File: config.mk
export PLATFORM = sky130hd
export DESIGN_NAME = encoder_speed_position
export DESIGN_NICKNAME = d
export VERILOG_FILES = /design/src/rtl/esp_pkg.sv /design/src/rtl/esp_div.sv /design/src/rtl/encoder_speed_position.sv
export SDC_FILE = /design/constraint.sdc
export NUM_CORES = 2
export LEC_CHECK = 0
export BUFFER_PORTS_ARGS = -buffer_cell sky130_fd_sc_hd__buf_2
export CAP_MARGIN = 20
export CORE_MARGIN = 5
export CORE_UTILIZATION = 55
export CTS_BUF_LIST = sky130_fd_sc_hd__clkbuf_8
export CTS_CLUSTER_SIZE = 28
export DETAILED_ROUTE_END_ITERATION = 10
export PLACE_DENSITY = 0.73
export SKIP_CTS_REPAIR_TIMING = 1
export SYNTH_ARGS = -nofsm -noshare
export SYNTH_HDL_FRONTEND = slang
export SYNTH_HIERARCHICAL = 1
export SYNTH_SLANG_ARGS = --single-unit
File: constraint.sdc
create_clock -name clk -period 19.3 [get_ports clk]
set_input_delay 3.86 -clock clk [delete_from_list [all_inputs] [get_ports clk]]
set_output_delay 3.86 -clock clk [all_outputs]
set_load 0.005 [all_outputs]
File: src/rtl/esp_pkg.sv
// ----------------------------------------------------------------------------
// esp_pkg: shared definitions for the encoder speed and position block
// Widths, register indexes, operation codes, scale constants, sequencer
// states and the divider status word.
// ----------------------------------------------------------------------------
package esp_pkg;

	localparam int TOTAL_W   = 32;
	localparam int OUT_W     = 32;
	localparam int CPR_W     = 16;
	localparam int PER_W     = 20;
	localparam int CFG_W     = 20;
	localparam int CFG_IDX_W = 2;
	localparam int FUNC_W    = 2;
	localparam int DELTA_W   = 16;
	localparam int CMODE_W   = 2;

	// divider: 64-bit dividend, 36-bit divisor, 32 quotient bits
	localparam int NUM_W = 64;
	localparam int DEN_W = 36;
	localparam int QUO_W = 32;
	localparam int CNT_W = $clog2(QUO_W + 1);

	// shared signed multiplier
	localparam int MUL_W  = 33;
	localparam int PROD_W = 2 * MUL_W;

	// filter accumulator
	localparam int SUM_W = 50;
	localparam int FRAC_SH = 16;

	localparam logic [CFG_IDX_W-1:0] REG_CPR    = 2'd0;
	localparam logic [CFG_IDX_W-1:0] REG_PERIOD = 2'd1;
	localparam logic [CFG_IDX_W-1:0] REG_MODE   = 2'd2;

	localparam logic [FUNC_W-1:0] FN_SPEED = 2'd0;
	localparam logic [FUNC_W-1:0] FN_POS   = 2'd1;
	localparam logic [FUNC_W-1:0] FN_CLEAR = 2'd2;

	localparam logic [CMODE_W-1:0] CM_X4   = 2'd0;
	localparam logic [CMODE_W-1:0] CM_X1   = 2'd1;
	localparam logic [CMODE_W-1:0] CM_DEG  = 2'd2;
	localparam logic [CMODE_W-1:0] CM_ZERO = 2'd3;

	localparam logic [CPR_W-1:0] CPR_RESET = 16'd1;
	localparam logic [PER_W-1:0] PER_RESET = 20'd1000;

	// 60 s * 1e6 us * 256 (Q24.8) / 4 (x4 decode)
	localparam logic [MUL_W-1:0] RPM_SCALE = MUL_W'(64'd3840000000);
	// 360 degrees / 4 (x4 decode)
	localparam logic [MUL_W-1:0] DEG_SCALE = MUL_W'(64'd90);
	// Q0.16 filter coefficients, 0.854 and 0.0728
	localparam logic [MUL_W-1:0] COEF_A = MUL_W'(64'd55968);
	localparam logic [MUL_W-1:0] COEF_B = MUL_W'(64'd4771);
	localparam int ROUND_HALF = 32768;

	localparam logic [OUT_W-1:0] MAG_CAP = 32'h8000_0000;
	localparam logic [OUT_W-1:0] S32_MAX = 32'h7FFF_FFFF;

	typedef enum logic [3:0] {
		ST_IDLE,
		ST_ACC,
		ST_CNT,
		ST_POS,
		ST_MULD,
		ST_MULN,
		ST_DIVS,
		ST_DIVW,
		ST_RES,
		ST_FILT1,
		ST_FILT2,
		ST_FILT3,
		ST_DONE
	} state_t;

	typedef struct packed {
		logic done;
		logic ovf;
	} div_stat_t;

endpackage

File: src/rtl/esp_div.sv
// ----------------------------------------------------------------------------
// esp_div: serial restoring divider
// One quotient bit per cycle, 32 bits. A quotient of 2^32 or more is flagged
// as overflow up front and skips the iteration.
// ----------------------------------------------------------------------------
module esp_div (
	input  logic                       clk,
	input  logic                       arst_n,
	input  logic                       start,
	input  logic [esp_pkg::NUM_W-1:0]  num,
	input  logic [esp_pkg::DEN_W-1:0]  den,
	output logic [esp_pkg::QUO_W-1:0]  quo,
	output esp_pkg::div_stat_t         stat
);
	import esp_pkg::*;

	logic             busy_q;
	logic             done_q;
	logic             ovf_q;
	logic [CNT_W-1:0] cnt_q;
	logic [DEN_W-1:0] rem_q;
	logic [DEN_W-1:0] den_q;
	logic [QUO_W-1:0] lo_q;
	logic [QUO_W-1:0] quo_q;

	logic [QUO_W-1:0] num_hi;
	logic             ovf_in;
	logic [DEN_W+1:0] trial;
	logic             fits;

	assign num_hi = num[NUM_W-1:QUO_W];
	// high half must stay below the divisor, else the quotient needs 33+ bits
	assign ovf_in = DEN_W'(num_hi) >= den;
	assign trial  = {1'b0, rem_q, lo_q[QUO_W-1]} - {2'b00, den_q};
	assign fits   = !trial[DEN_W+1];

	always_ff @(posedge clk or negedge arst_n) begin
		if (!arst_n) begin
			busy_q <= 1'b0;
			done_q <= 1'b0;
			ovf_q  <= 1'b0;
			cnt_q  <= '0;
		end else begin
			done_q <= 1'b0;
			if (start) begin
				busy_q <= !ovf_in;
				done_q <= ovf_in;
				ovf_q  <= ovf_in;
				cnt_q  <= CNT_W'(QUO_W);
			end else if (busy_q) begin
				cnt_q <= cnt_q - CNT_W'(1);
				if (cnt_q == CNT_W'(1)) begin
					busy_q <= 1'b0;
					done_q <= 1'b1;
				end
			end
		end
	end

	always_ff @(posedge clk) begin
		if (start) begin
			rem_q <= DEN_W'(num_hi);
			lo_q  <= num[QUO_W-1:0];
			den_q <= den;
			quo_q <= '0;
		end else if (busy_q) begin
			if (fits) begin
				rem_q <= trial[DEN_W-1:0];
			end else begin
				rem_q <= {rem_q[DEN_W-2:0], lo_q[QUO_W-1]};
			end
			quo_q <= {quo_q[QUO_W-2:0], fits};
			lo_q  <= {lo_q[QUO_W-2:0], 1'b0};
		end
	end

	assign quo       = quo_q;
	assign stat.done = done_q;
	assign stat.ovf  = ovf_q;

	a_no_restart: assert property (@(posedge clk) disable iff (!arst_n)
		start |-> !busy_q)
		else $error("divider restarted while busy");

	a_rem_below_den: assert property (@(posedge clk) disable iff (!arst_n)
		busy_q |-> (rem_q < den_q))
		else $error("partial remainder not below divisor");

	a_done_pulse: assert property (@(posedge clk) disable iff (!arst_n)
		done_q |=> !done_q)
		else $error("done held longer than one cycle");

	a_busy_from_start: assert property (@(posedge clk) disable iff (!arst_n)
		$rose(busy_q) |-> $past(start))
		else $error("divider went busy without start");

	a_ovf_skips: assert property (@(posedge clk) disable iff (!arst_n)
		ovf_q |-> !busy_q)
		else $error("overflow case still iterating");

endmodule

File: src/rtl/encoder_speed_position.sv
// ----------------------------------------------------------------------------
// encoder_speed_position: quadrature speed and position with low-pass filter
// Keeps a running x4 count total, turns it into RPM (Q24.8) on a speed
// sample and filters it, reports position in x4, x1 or degrees, or clears the total.
// ----------------------------------------------------------------------------
// Usage:
//  Input channel (in_valid/in_stall) carries func, timer_delta, pos_format.
//  One word at a time: in_stall is high from acceptance until the result is
//  placed in the output register. Output channel (out_valid/out_stall) holds
//  position_value, speed_raw and speed_filtered; a new input word is taken
//  while a finished result still waits there.
//  Speed samples and degree reads wait for the serial divider; a saturating
//  quotient skips its iterations. Other words do not use the divider.
//  The shared 33x33 multiplier forms period*cpr, the scaled dividend and both
//  filter products, one per cycle, each registered. The user must write
//  configuration (cfg_we, cfg_index, cfg_data) only while idle; the block
//  itself does not enforce this.
//  Reset: cpr 1, period 1000 us, mode 0, totals and speeds zero, no output.
//  A stalled output holds its word; the sequencer waits in its last state.
// ----------------------------------------------------------------------------
module encoder_speed_position (
	input  logic                                 clk,
	input  logic                                 arst_n,
	input  logic                                 cfg_we,
	input  logic [esp_pkg::CFG_IDX_W-1:0]        cfg_index,
	input  logic [esp_pkg::CFG_W-1:0]            cfg_data,
	input  logic                                 in_valid,
	output logic                                 in_stall,
	input  logic [esp_pkg::FUNC_W-1:0]           func,
	input  logic signed [esp_pkg::DELTA_W-1:0]   timer_delta,
	input  logic [esp_pkg::CMODE_W-1:0]          pos_format,
	output logic                                 out_valid,
	input  logic                                 out_stall,
	output logic signed [esp_pkg::OUT_W-1:0]     position_value,
	output logic signed [esp_pkg::OUT_W-1:0]     speed_raw,
	output logic signed [esp_pkg::OUT_W-1:0]     speed_filtered
);
	import esp_pkg::*;

	state_t state_q, state_d;

	logic [CPR_W-1:0] cpr_q;
	logic [PER_W-1:0] per_q;
	logic             smode_q;

	logic [TOTAL_W-1:0]      total_q;
	logic [TOTAL_W-1:0]      prev_total_q;
	logic signed [OUT_W-1:0] prev_speed_q;
	logic signed [OUT_W-1:0] filt_q;

	logic [FUNC_W-1:0]         func_q;
	logic signed [DELTA_W-1:0] delta_q;
	logic [CMODE_W-1:0]        cmode_q;
	logic                      sign_q;
	logic [TOTAL_W-1:0]        mag_q;
	logic [DEN_W-1:0]          d_q;
	logic signed [PROD_W-1:0]  prod_s1;
	logic signed [SUM_W-1:0]   acc_q;
	logic signed [OUT_W-1:0]   raw_q;
	logic signed [OUT_W-1:0]   pos_q;

	logic                    out_valid_q;
	logic signed [OUT_W-1:0] position_value_q;
	logic signed [OUT_W-1:0] speed_raw_q;
	logic signed [OUT_W-1:0] speed_filtered_q;

	logic [CPR_W-1:0]         cpr_eff;
	logic [PER_W-1:0]         per_eff;
	logic signed [MUL_W-1:0]  mul_a, mul_b;
	logic signed [PROD_W-1:0] prod;
	logic                     div_start;
	logic [QUO_W-1:0]         div_quo;
	div_stat_t                div_stat;
	logic                     out_load;

	logic [TOTAL_W-1:0]       cnt_val;
	logic [TOTAL_W-1:0]       cnt_mag;
	logic [TOTAL_W-1:0]       tot_mag;
	logic [TOTAL_W-1:0]       x1_mag;
	logic [OUT_W-1:0]         mag_c;
	logic [OUT_W-1:0]         res_val;
	logic signed [SUM_W-1:0]  sum_fl, rnd_fl;
	logic signed [SUM_W-FRAC_SH-1:0] y_fl;
	logic                     y_fits;
	logic signed [OUT_W-1:0]  filt_next;

	// zero in a register acts as one
	assign cpr_eff = (cpr_q == '0) ? CPR_W'(1) : cpr_q;
	assign per_eff = (per_q == '0) ? PER_W'(1) : per_q;

	assign prod = mul_a * mul_b;

	assign cnt_val = smode_q ? (total_q - prev_total_q) : total_q;
	assign cnt_mag = cnt_val[TOTAL_W-1] ? (TOTAL_W'(0) - cnt_val) : cnt_val;
	assign tot_mag = total_q[TOTAL_W-1] ? (TOTAL_W'(0) - total_q) : total_q;
	assign x1_mag  = tot_mag >> 2;

	// quotient capped at 2^31, then signed and saturated
	assign mag_c   = (div_stat.ovf || (div_quo > MAG_CAP)) ? MAG_CAP : div_quo;
	assign res_val = sign_q ? (OUT_W'(0) - mag_c) : ((mag_c == MAG_CAP) ? S32_MAX : mag_c);

	// y = floor((a*y + b*(x + xprev) + 0.5) / 2^16), saturated
	assign sum_fl = acc_q + SUM_W'(prod_s1);
	assign rnd_fl = sum_fl + SUM_W'(ROUND_HALF);
	assign y_fl   = rnd_fl[SUM_W-1:FRAC_SH];
	assign y_fits = (&y_fl[SUM_W-FRAC_SH-1:OUT_W-1]) || !(|y_fl[SUM_W-FRAC_SH-1:OUT_W-1]);
	assign filt_next = y_fits ? y_fl[OUT_W-1:0] :
		(y_fl[SUM_W-FRAC_SH-1] ? MAG_CAP : S32_MAX);

	esp_div u_div (
		.clk    (clk),
		.arst_n (arst_n),
		.start  (div_start),
		.num    (prod_s1[NUM_W-1:0]),
		.den    (d_q),
		.quo    (div_quo),
		.stat   (div_stat)
	);

	always_comb begin
		state_d   = state_q;
		in_stall  = 1'b1;
		div_start = 1'b0;
		out_load  = 1'b0;
		mul_a     = '0;
		mul_b     = '0;
		unique case (state_q)
			ST_IDLE: begin
				in_stall = 1'b0;
				if (in_valid) state_d = ST_ACC;
			end
			ST_ACC: begin
				priority if (func_q == FN_SPEED) state_d = ST_CNT;
				else if (func_q == FN_POS) state_d = ST_POS;
				else state_d = ST_DONE;
			end
			ST_CNT: state_d = ST_MULD;
			ST_POS: state_d = (cmode_q == CM_DEG) ? ST_MULN : ST_DONE;
			ST_MULD: begin
				mul_a   = MUL_W'(per_eff);
				mul_b   = MUL_W'(cpr_eff);
				state_d = ST_MULN;
			end
			ST_MULN: begin
				mul_a   = MUL_W'(mag_q);
				mul_b   = (func_q == FN_SPEED) ? RPM_SCALE : DEG_SCALE;
				state_d = ST_DIVS;
			end
			ST_DIVS: begin
				div_start = 1'b1;
				state_d   = ST_DIVW;
			end
			ST_DIVW: if (div_stat.done) state_d = ST_RES;
			ST_RES: state_d = (func_q == FN_SPEED) ? ST_FILT1 : ST_DONE;
			ST_FILT1: begin
				mul_a   = MUL_W'(filt_q);
				mul_b   = COEF_A;
				state_d = ST_FILT2;
			end
			ST_FILT2: begin
				mul_a   = MUL_W'(raw_q) + MUL_W'(prev_speed_q);
				mul_b   = COEF_B;
				state_d = ST_FILT3;
			end
			ST_FILT3: state_d = ST_DONE;
			ST_DONE: begin
				if (!out_valid_q || !out_stall) begin
					out_load = 1'b1;
					state_d  = ST_IDLE;
				end
			end
			default: state_d = ST_IDLE;
		endcase
	end

	always_ff @(posedge clk or negedge arst_n) begin
		if (!arst_n) begin
			state_q      <= ST_IDLE;
			out_valid_q  <= 1'b0;
			cpr_q        <= CPR_RESET;
			per_q        <= PER_RESET;
			smode_q      <= 1'b0;
			total_q      <= '0;
			prev_total_q <= '0;
			prev_speed_q <= '0;
			filt_q       <= '0;
		end else begin
			state_q <= state_d;
			if (cfg_we) begin
				if (cfg_index == REG_CPR) cpr_q <= cfg_data[CPR_W-1:0];
				if (cfg_index == REG_PERIOD) per_q <= cfg_data[PER_W-1:0];
				if (cfg_index == REG_MODE) smode_q <= cfg_data[0];
			end
			if (out_load) out_valid_q <= 1'b1;
			else if (!out_stall) out_valid_q <= 1'b0;
			if (state_q == ST_ACC) begin
				if (func_q == FN_SPEED || func_q == FN_POS) begin
					total_q <= total_q + TOTAL_W'(delta_q);
				end else if (func_q == FN_CLEAR) begin
					total_q <= '0;
				end
			end
			if (state_q == ST_FILT3) begin
				filt_q       <= filt_next;
				prev_speed_q <= raw_q;
				if (smode_q) prev_total_q <= total_q;
				else total_q <= '0;
			end
		end
	end

	always_ff @(posedge clk) begin
		if (state_q == ST_IDLE && in_valid) begin
			func_q  <= func;
			delta_q <= timer_delta;
			cmode_q <= pos_format;
		end
		if (state_q == ST_ACC) pos_q <= '0;
		if (state_q == ST_CNT) begin
			sign_q <= cnt_val[TOTAL_W-1];
			mag_q  <= cnt_mag;
		end
		if (state_q == ST_POS) begin
			sign_q <= total_q[TOTAL_W-1];
			mag_q  <= tot_mag;
			unique case (cmode_q)
				CM_X4:   pos_q <= OUT_W'(total_q);
				CM_X1:   pos_q <= total_q[TOTAL_W-1] ? OUT_W'(TOTAL_W'(0) - x1_mag) : OUT_W'(x1_mag);
				CM_DEG:  pos_q <= '0;
				CM_ZERO: pos_q <= '0;
				default: pos_q <= '0;
			endcase
		end
		if (state_q == ST_MULD || state_q == ST_MULN ||
		    state_q == ST_FILT1 || state_q == ST_FILT2) begin
			prod_s1 <= prod;
		end
		if (state_q == ST_MULN) begin
			d_q <= (func_q == FN_SPEED) ? prod_s1[DEN_W-1:0] : DEN_W'(cpr_eff);
		end
		if (state_q == ST_RES) begin
			if (func_q == FN_SPEED) raw_q <= res_val;
			else pos_q <= res_val;
		end
		if (state_q == ST_FILT2) acc_q <= prod_s1[SUM_W-1:0];
		if (out_load) begin
			position_value_q <= pos_q;
			speed_raw_q      <= prev_speed_q;
			speed_filtered_q <= filt_q;
		end
	end

	assign out_valid      = out_valid_q;
	assign position_value = position_value_q;
	assign speed_raw      = speed_raw_q;
	assign speed_filtered = speed_filtered_q;

	a_stall_busy: assert property (@(posedge clk) disable iff (!arst_n)
		(state_q != ST_IDLE) |-> in_stall)
		else $error("input taken while a word is in progress");

	a_div_only_divw: assert property (@(posedge clk) disable iff (!arst_n)
		div_stat.done |-> (state_q == ST_DIVW))
		else $error("divider finished outside its wait state");

	a_load_keeps: assert property (@(posedge clk) disable iff (!arst_n)
		(out_valid_q && out_stall) |=> out_valid_q)
		else $error("stalled result dropped");

endmodule
==> results list <==
- Unique masters post-synth: about 100
- Final period utilization: 0.628
* Layer with the highest usage: met2
* Pin slew with the least headroom to its limit: between 1 and 1.5 ns
* Skew-Pair Late Insertion Delay: about 0.85 ns
* CTS root buffer: sky130_fd_sc_hd__clkbuf_8
* Most used cells in the layout excluding fill and tap cells: 1073 x sky130_fd_sc_hd__inv_1, 770 x sky130_fd_sc_hd__fa_1, 637 x sky130_fd_sc_hd__nand2_1
- Number of rows created at floorplan: around 130
* Die Wd: between 300 and 400 um
* Final Net Count: 8326
- Placed instance area: about 0.07 mm2
* Cell type group with the largest total delay on the critical path: compound AO/OA/AOI/OAI gates
* Area added between synthesis and finish: 7.61%
- Count of buffering cells on the critical path with inverters included: 6
- After technology mapping, the gate count stands at approximately 6.8k.
- Share of final-layout standard cells stronger than drive strength 1: 0.0816
- After clock tree synthesis, the clock-pin slew on the worst setup and hold paths is around 0.07 ns.
* Netlist area before placement: between 0.06 and 0.07 mm2
- Critical path required time: 19.94 ns
* Global-route met2 utilization: 0.492
- Layout Skew: between 0.05 and 0.06 ns
* Number of max-slew violations in the final report: 0
* TritonRoute pass-1 iters: 9
- Entering global routing, the biggest net connects approximately 120 pins.
- Port buffering added about 140 buffers.
* Multi-input logic area: about 0.044 mm2
- Worst setup timing slack at the placement stage: approximately 7.4 ns
- The most numerous cell type found on the critical path is sky130_fd_sc_hd__fa_1.
- Average vias per placed instance: around 6
* Residual DRC: 0
- Critical path start-end classification: reg2reg
- TritonCTS Sinks: 678
- Slowest cell delay on critical path: between 0.8 and 0.9 ns
* Most common library cell in the layout ignoring fill and taps: sky130_fd_sc_hd__inv_1
* Ports: about 150
- The first global-routing pass estimated between 300000 and 400000 um of wire.
- Worst-case clock buffer depth: 3
* Initial antenna violation count: 8
* Average detailed-routed wire length per instance: between 20 and 25 um
- After detailed routing, the total wire length is about 200000 um.
- Post-Layout Inst Area: 0.0721 mm2
- Sequential cell area: 0.0188 mm2
- In this run, the number of DRC markers left after iteration 0 of detailed routing was around 5.0k.
- Max frequency: around 0.082 GHz
- Relative slew slack: 0.187
- In the post-route analysis, the smallest setup slack over all paths is roughly 7 ns.
* Die height: between 300 and 400 um
- The H-tree was split into 3 levels.
- The total overflow left after global routing is 0.
* Biggest fanout along the worst timing path: 6
- Fill cells: approximately 10k
- Adding up every negative setup slack in the final design gives 0 ns.
* Status: finished, final reports clean
- Counting I/O delays and the setup requirement, the final critical path takes roughly 12 ns.
* Die outline area: 0.129 mm2
* CTS tree: built
- Area of the core: between 0.1 and 0.15 mm2
- The path class of the tightest hold or removal check is reg2reg.
* Total track usage: 0.305
- The average instance in the mapped netlist occupies roughly 10 um2.
- After legalization and detailed placement, the total HPWL measured around 160000 um.
- Count of vias placed by the detailed router: around 51k
- Number of hold violations in the final report: 0
- On the critical path, the stage with the largest delay is an instance of sky130_fd_sc_hd__a21oi_1.
- Starting utilization of the core area: 0.552
* Setup Viol. Count Final: 0
- Worst setup SP type: flip-flop
* Number of register bits inferred by synthesis: between 600 and 700
- GRT met3 Usage: 0.0751
- Number of enable flip-flop cells after synthesis: 431
* Primary flip-flop cell chosen by synthesis mapping: sky130_fd_sc_hd__edfxtp_1
- Fraction of synthesis flops using an asynchronous set or reset pin: 0.264
* Number of clock buffers inserted by TritonCTS: between 100 and 150
- Met1 Usage GRT: 0.391
- STA classifies the critical path endpoint as a flip-flop.
- Final weighted congestion of routability-driven global placement: 0.975
- Setup repair after global routing left no endpoint under its margin.
- Via count of the first global-routing pass: approximately 52k
- Once detail routing completed, the nets flagged for antenna violations numbered 0.
- Worst Path Arrival: roughly 13 ns
* Sequential element share of the synthesized area: 0.280
* Count of synthesis-stage warnings from yosys: 6
- Number of maximum-capacitance violations: 0
sequential cells by signal, indices dropped and copies added (netlist names), 36 cells and up:
| register | flops |
|---|---|
| acc_q | 50 |
| d_q | 36 |
| prod_s1 | 64 |
| u_div/den_q | 36 |
| u_div/rem_q | 36 |
synth_stat cells (11+ instances only):
cell type,number,share of area
sky130_fd_sc_hd__nor3b_1,12,0.0013
sky130_fd_sc_hd__a211oi_1,41,0.0046
sky130_fd_sc_hd__a21o_1,157,0.018
sky130_fd_sc_hd__fa_1,770,0.23
sky130_fd_sc_hd__o31ai_1,42,0.0047
sky130_fd_sc_hd__o21bai_1,34,0.0038
sky130_fd_sc_hd__and4_1,15,0.0020
sky130_fd_sc_hd__or2_2,30,0.0028
sky130_fd_sc_hd__a211o_1,16,0.0021
sky130_fd_sc_hd__clkbuf_1,207,0.012
sky130_fd_sc_hd__xnor2_1,190,0.025
sky130_fd_sc_hd__nand2b_1,71,0.0066
sky130_fd_sc_hd__and3_1,39,0.0036
sky130_fd_sc_hd__mux2i_1,69,0.010
sky130_fd_sc_hd__o41ai_1,11,0.0014
sky130_fd_sc_hd__nor3_1,52,0.0039
sky130_fd_sc_hd__xor2_1,124,0.016
sky130_fd_sc_hd__o211ai_1,29,0.0032
sky130_fd_sc_hd__ha_1,586,0.11
sky130_fd_sc_hd__a221oi_1,22,0.0029
sky130_fd_sc_hd__a21oi_1,377,0.028
sky130_fd_sc_hd__o21ai_1,22,0.0016
sky130_fd_sc_hd__nor4_1,29,0.0027
sky130_fd_sc_hd__edfxtp_1,431,0.19
sky130_fd_sc_hd__buf_1,24,0.0013
sky130_fd_sc_hd__nand4_1,42,0.0039
sky130_fd_sc_hd__nand2_1,637,0.036
sky130_fd_sc_hd__or3_1,30,0.0028
sky130_fd_sc_hd__dfxtp_1,68,0.020
sky130_fd_sc_hd__inv_1,1037,0.058
sky130_fd_sc_hd__a221o_1,36,0.0054
sky130_fd_sc_hd__o21ai_0,222,0.017
sky130_fd_sc_hd__and2_1,63,0.0059
sky130_fd_sc_hd__nand3_1,66,0.0049
sky130_fd_sc_hd__or4_1,13,0.0015
sky130_fd_sc_hd__buf_2,13,0.00097
sky130_fd_sc_hd__mux2_2,90,0.015
sky130_fd_sc_hd__dfrtp_1,172,0.064
sky130_fd_sc_hd__a31oi_1,36,0.0034
sky130_fd_sc_hd__a22oi_1,27,0.0030
sky130_fd_sc_hd__nor2_1,528,0.030
sky130_fd_sc_hd__a222oi_1,18,0.0027
sky130_fd_sc_hd__nor2b_1,54,0.0050
sky130_fd_sc_hd__o21a_1,44,0.0049
sky130_fd_sc_hd__a41oi_1,12,0.0016
metrics by stage:
step	hold WS, ns	util	cells
after floorplan	0.400	-	6842
after global placement	0.421	0.575	8433
after detailed placement	0.412	0.575	8434
after CTS	0.428	0.594	8644
after global routing	0.433	0.594	8648
final	0.434	0.594	8651
worst reg2reg max path: cells and delay by family (launching register included):
kind                     cells  cell delay [ns]
AO/OA/AOI/OAI               18             5.16
buffers and inverters        6             0.41
adder cells (fa/ha/maj)     11             4.90
XOR/XNOR                     1             0.37
AND/OR/NAND/NOR              4             0.67
flip-flops                   1             0.40
area by class of cell:
class                           count  share of cell area
Antenna cell                        5            0.000173
Inverter                         1038              0.0540
Multi-Input combinational cell   4875               0.606
Tap cell                         1625              0.0282
Sequential cell                   678               0.261
Clock buffer                      119              0.0227
Clock inverter                     91             0.00947
Timing Repair Buffer              220              0.0186
cell families after synthesis:
| logic type | after synthesis | share of synthesized area |
|---|---|---|
| adders and majority gates | 1356 | 0.339 |
| other | 2 | 0.000112 |
| DFF | 678 | 0.280 |
| buffers and inverters | 1289 | 0.0730 |
| xor gates and xnor gates | 314 | 0.0410 |
| AOI/OAI and AO/OA | 1259 | 0.124 |
| and+or+nand+nor | 1713 | 0.117 |
| muxes | 159 | 0.0254 |
layer usage:
metal | part of all wire | vias up
met4 | 0.055 | 2
met5 | 0.000081 | -
li1 | - | 23000
met1 | 0.39 | 24900
met2 | 0.46 | 2169
met3 | 0.096 | 533
path summary, 6_finish.rpt:
kind                                      start            endpoint  slack, ns  cells after the start
worst max-delay path            prev_speed_q[0]         prod_s1[63]       7.18                     40
worst min-delay path                  pos_q[14]  position_value[14]       0.43                      0
worst max register to register  prev_speed_q[0]         prod_s1[63]       7.18                     40
worst min register to register        pos_q[14]  position_value[14]       0.43                      0
max in group asynchronous                arst_n        u_div/busy_q      14.06                      3
min in group asynchronous                arst_n         total_q[18]       2.96                      1
Power is not shown: default switching activity piles up to over one toggle a cycle in this logic, so the estimate is an artifact.
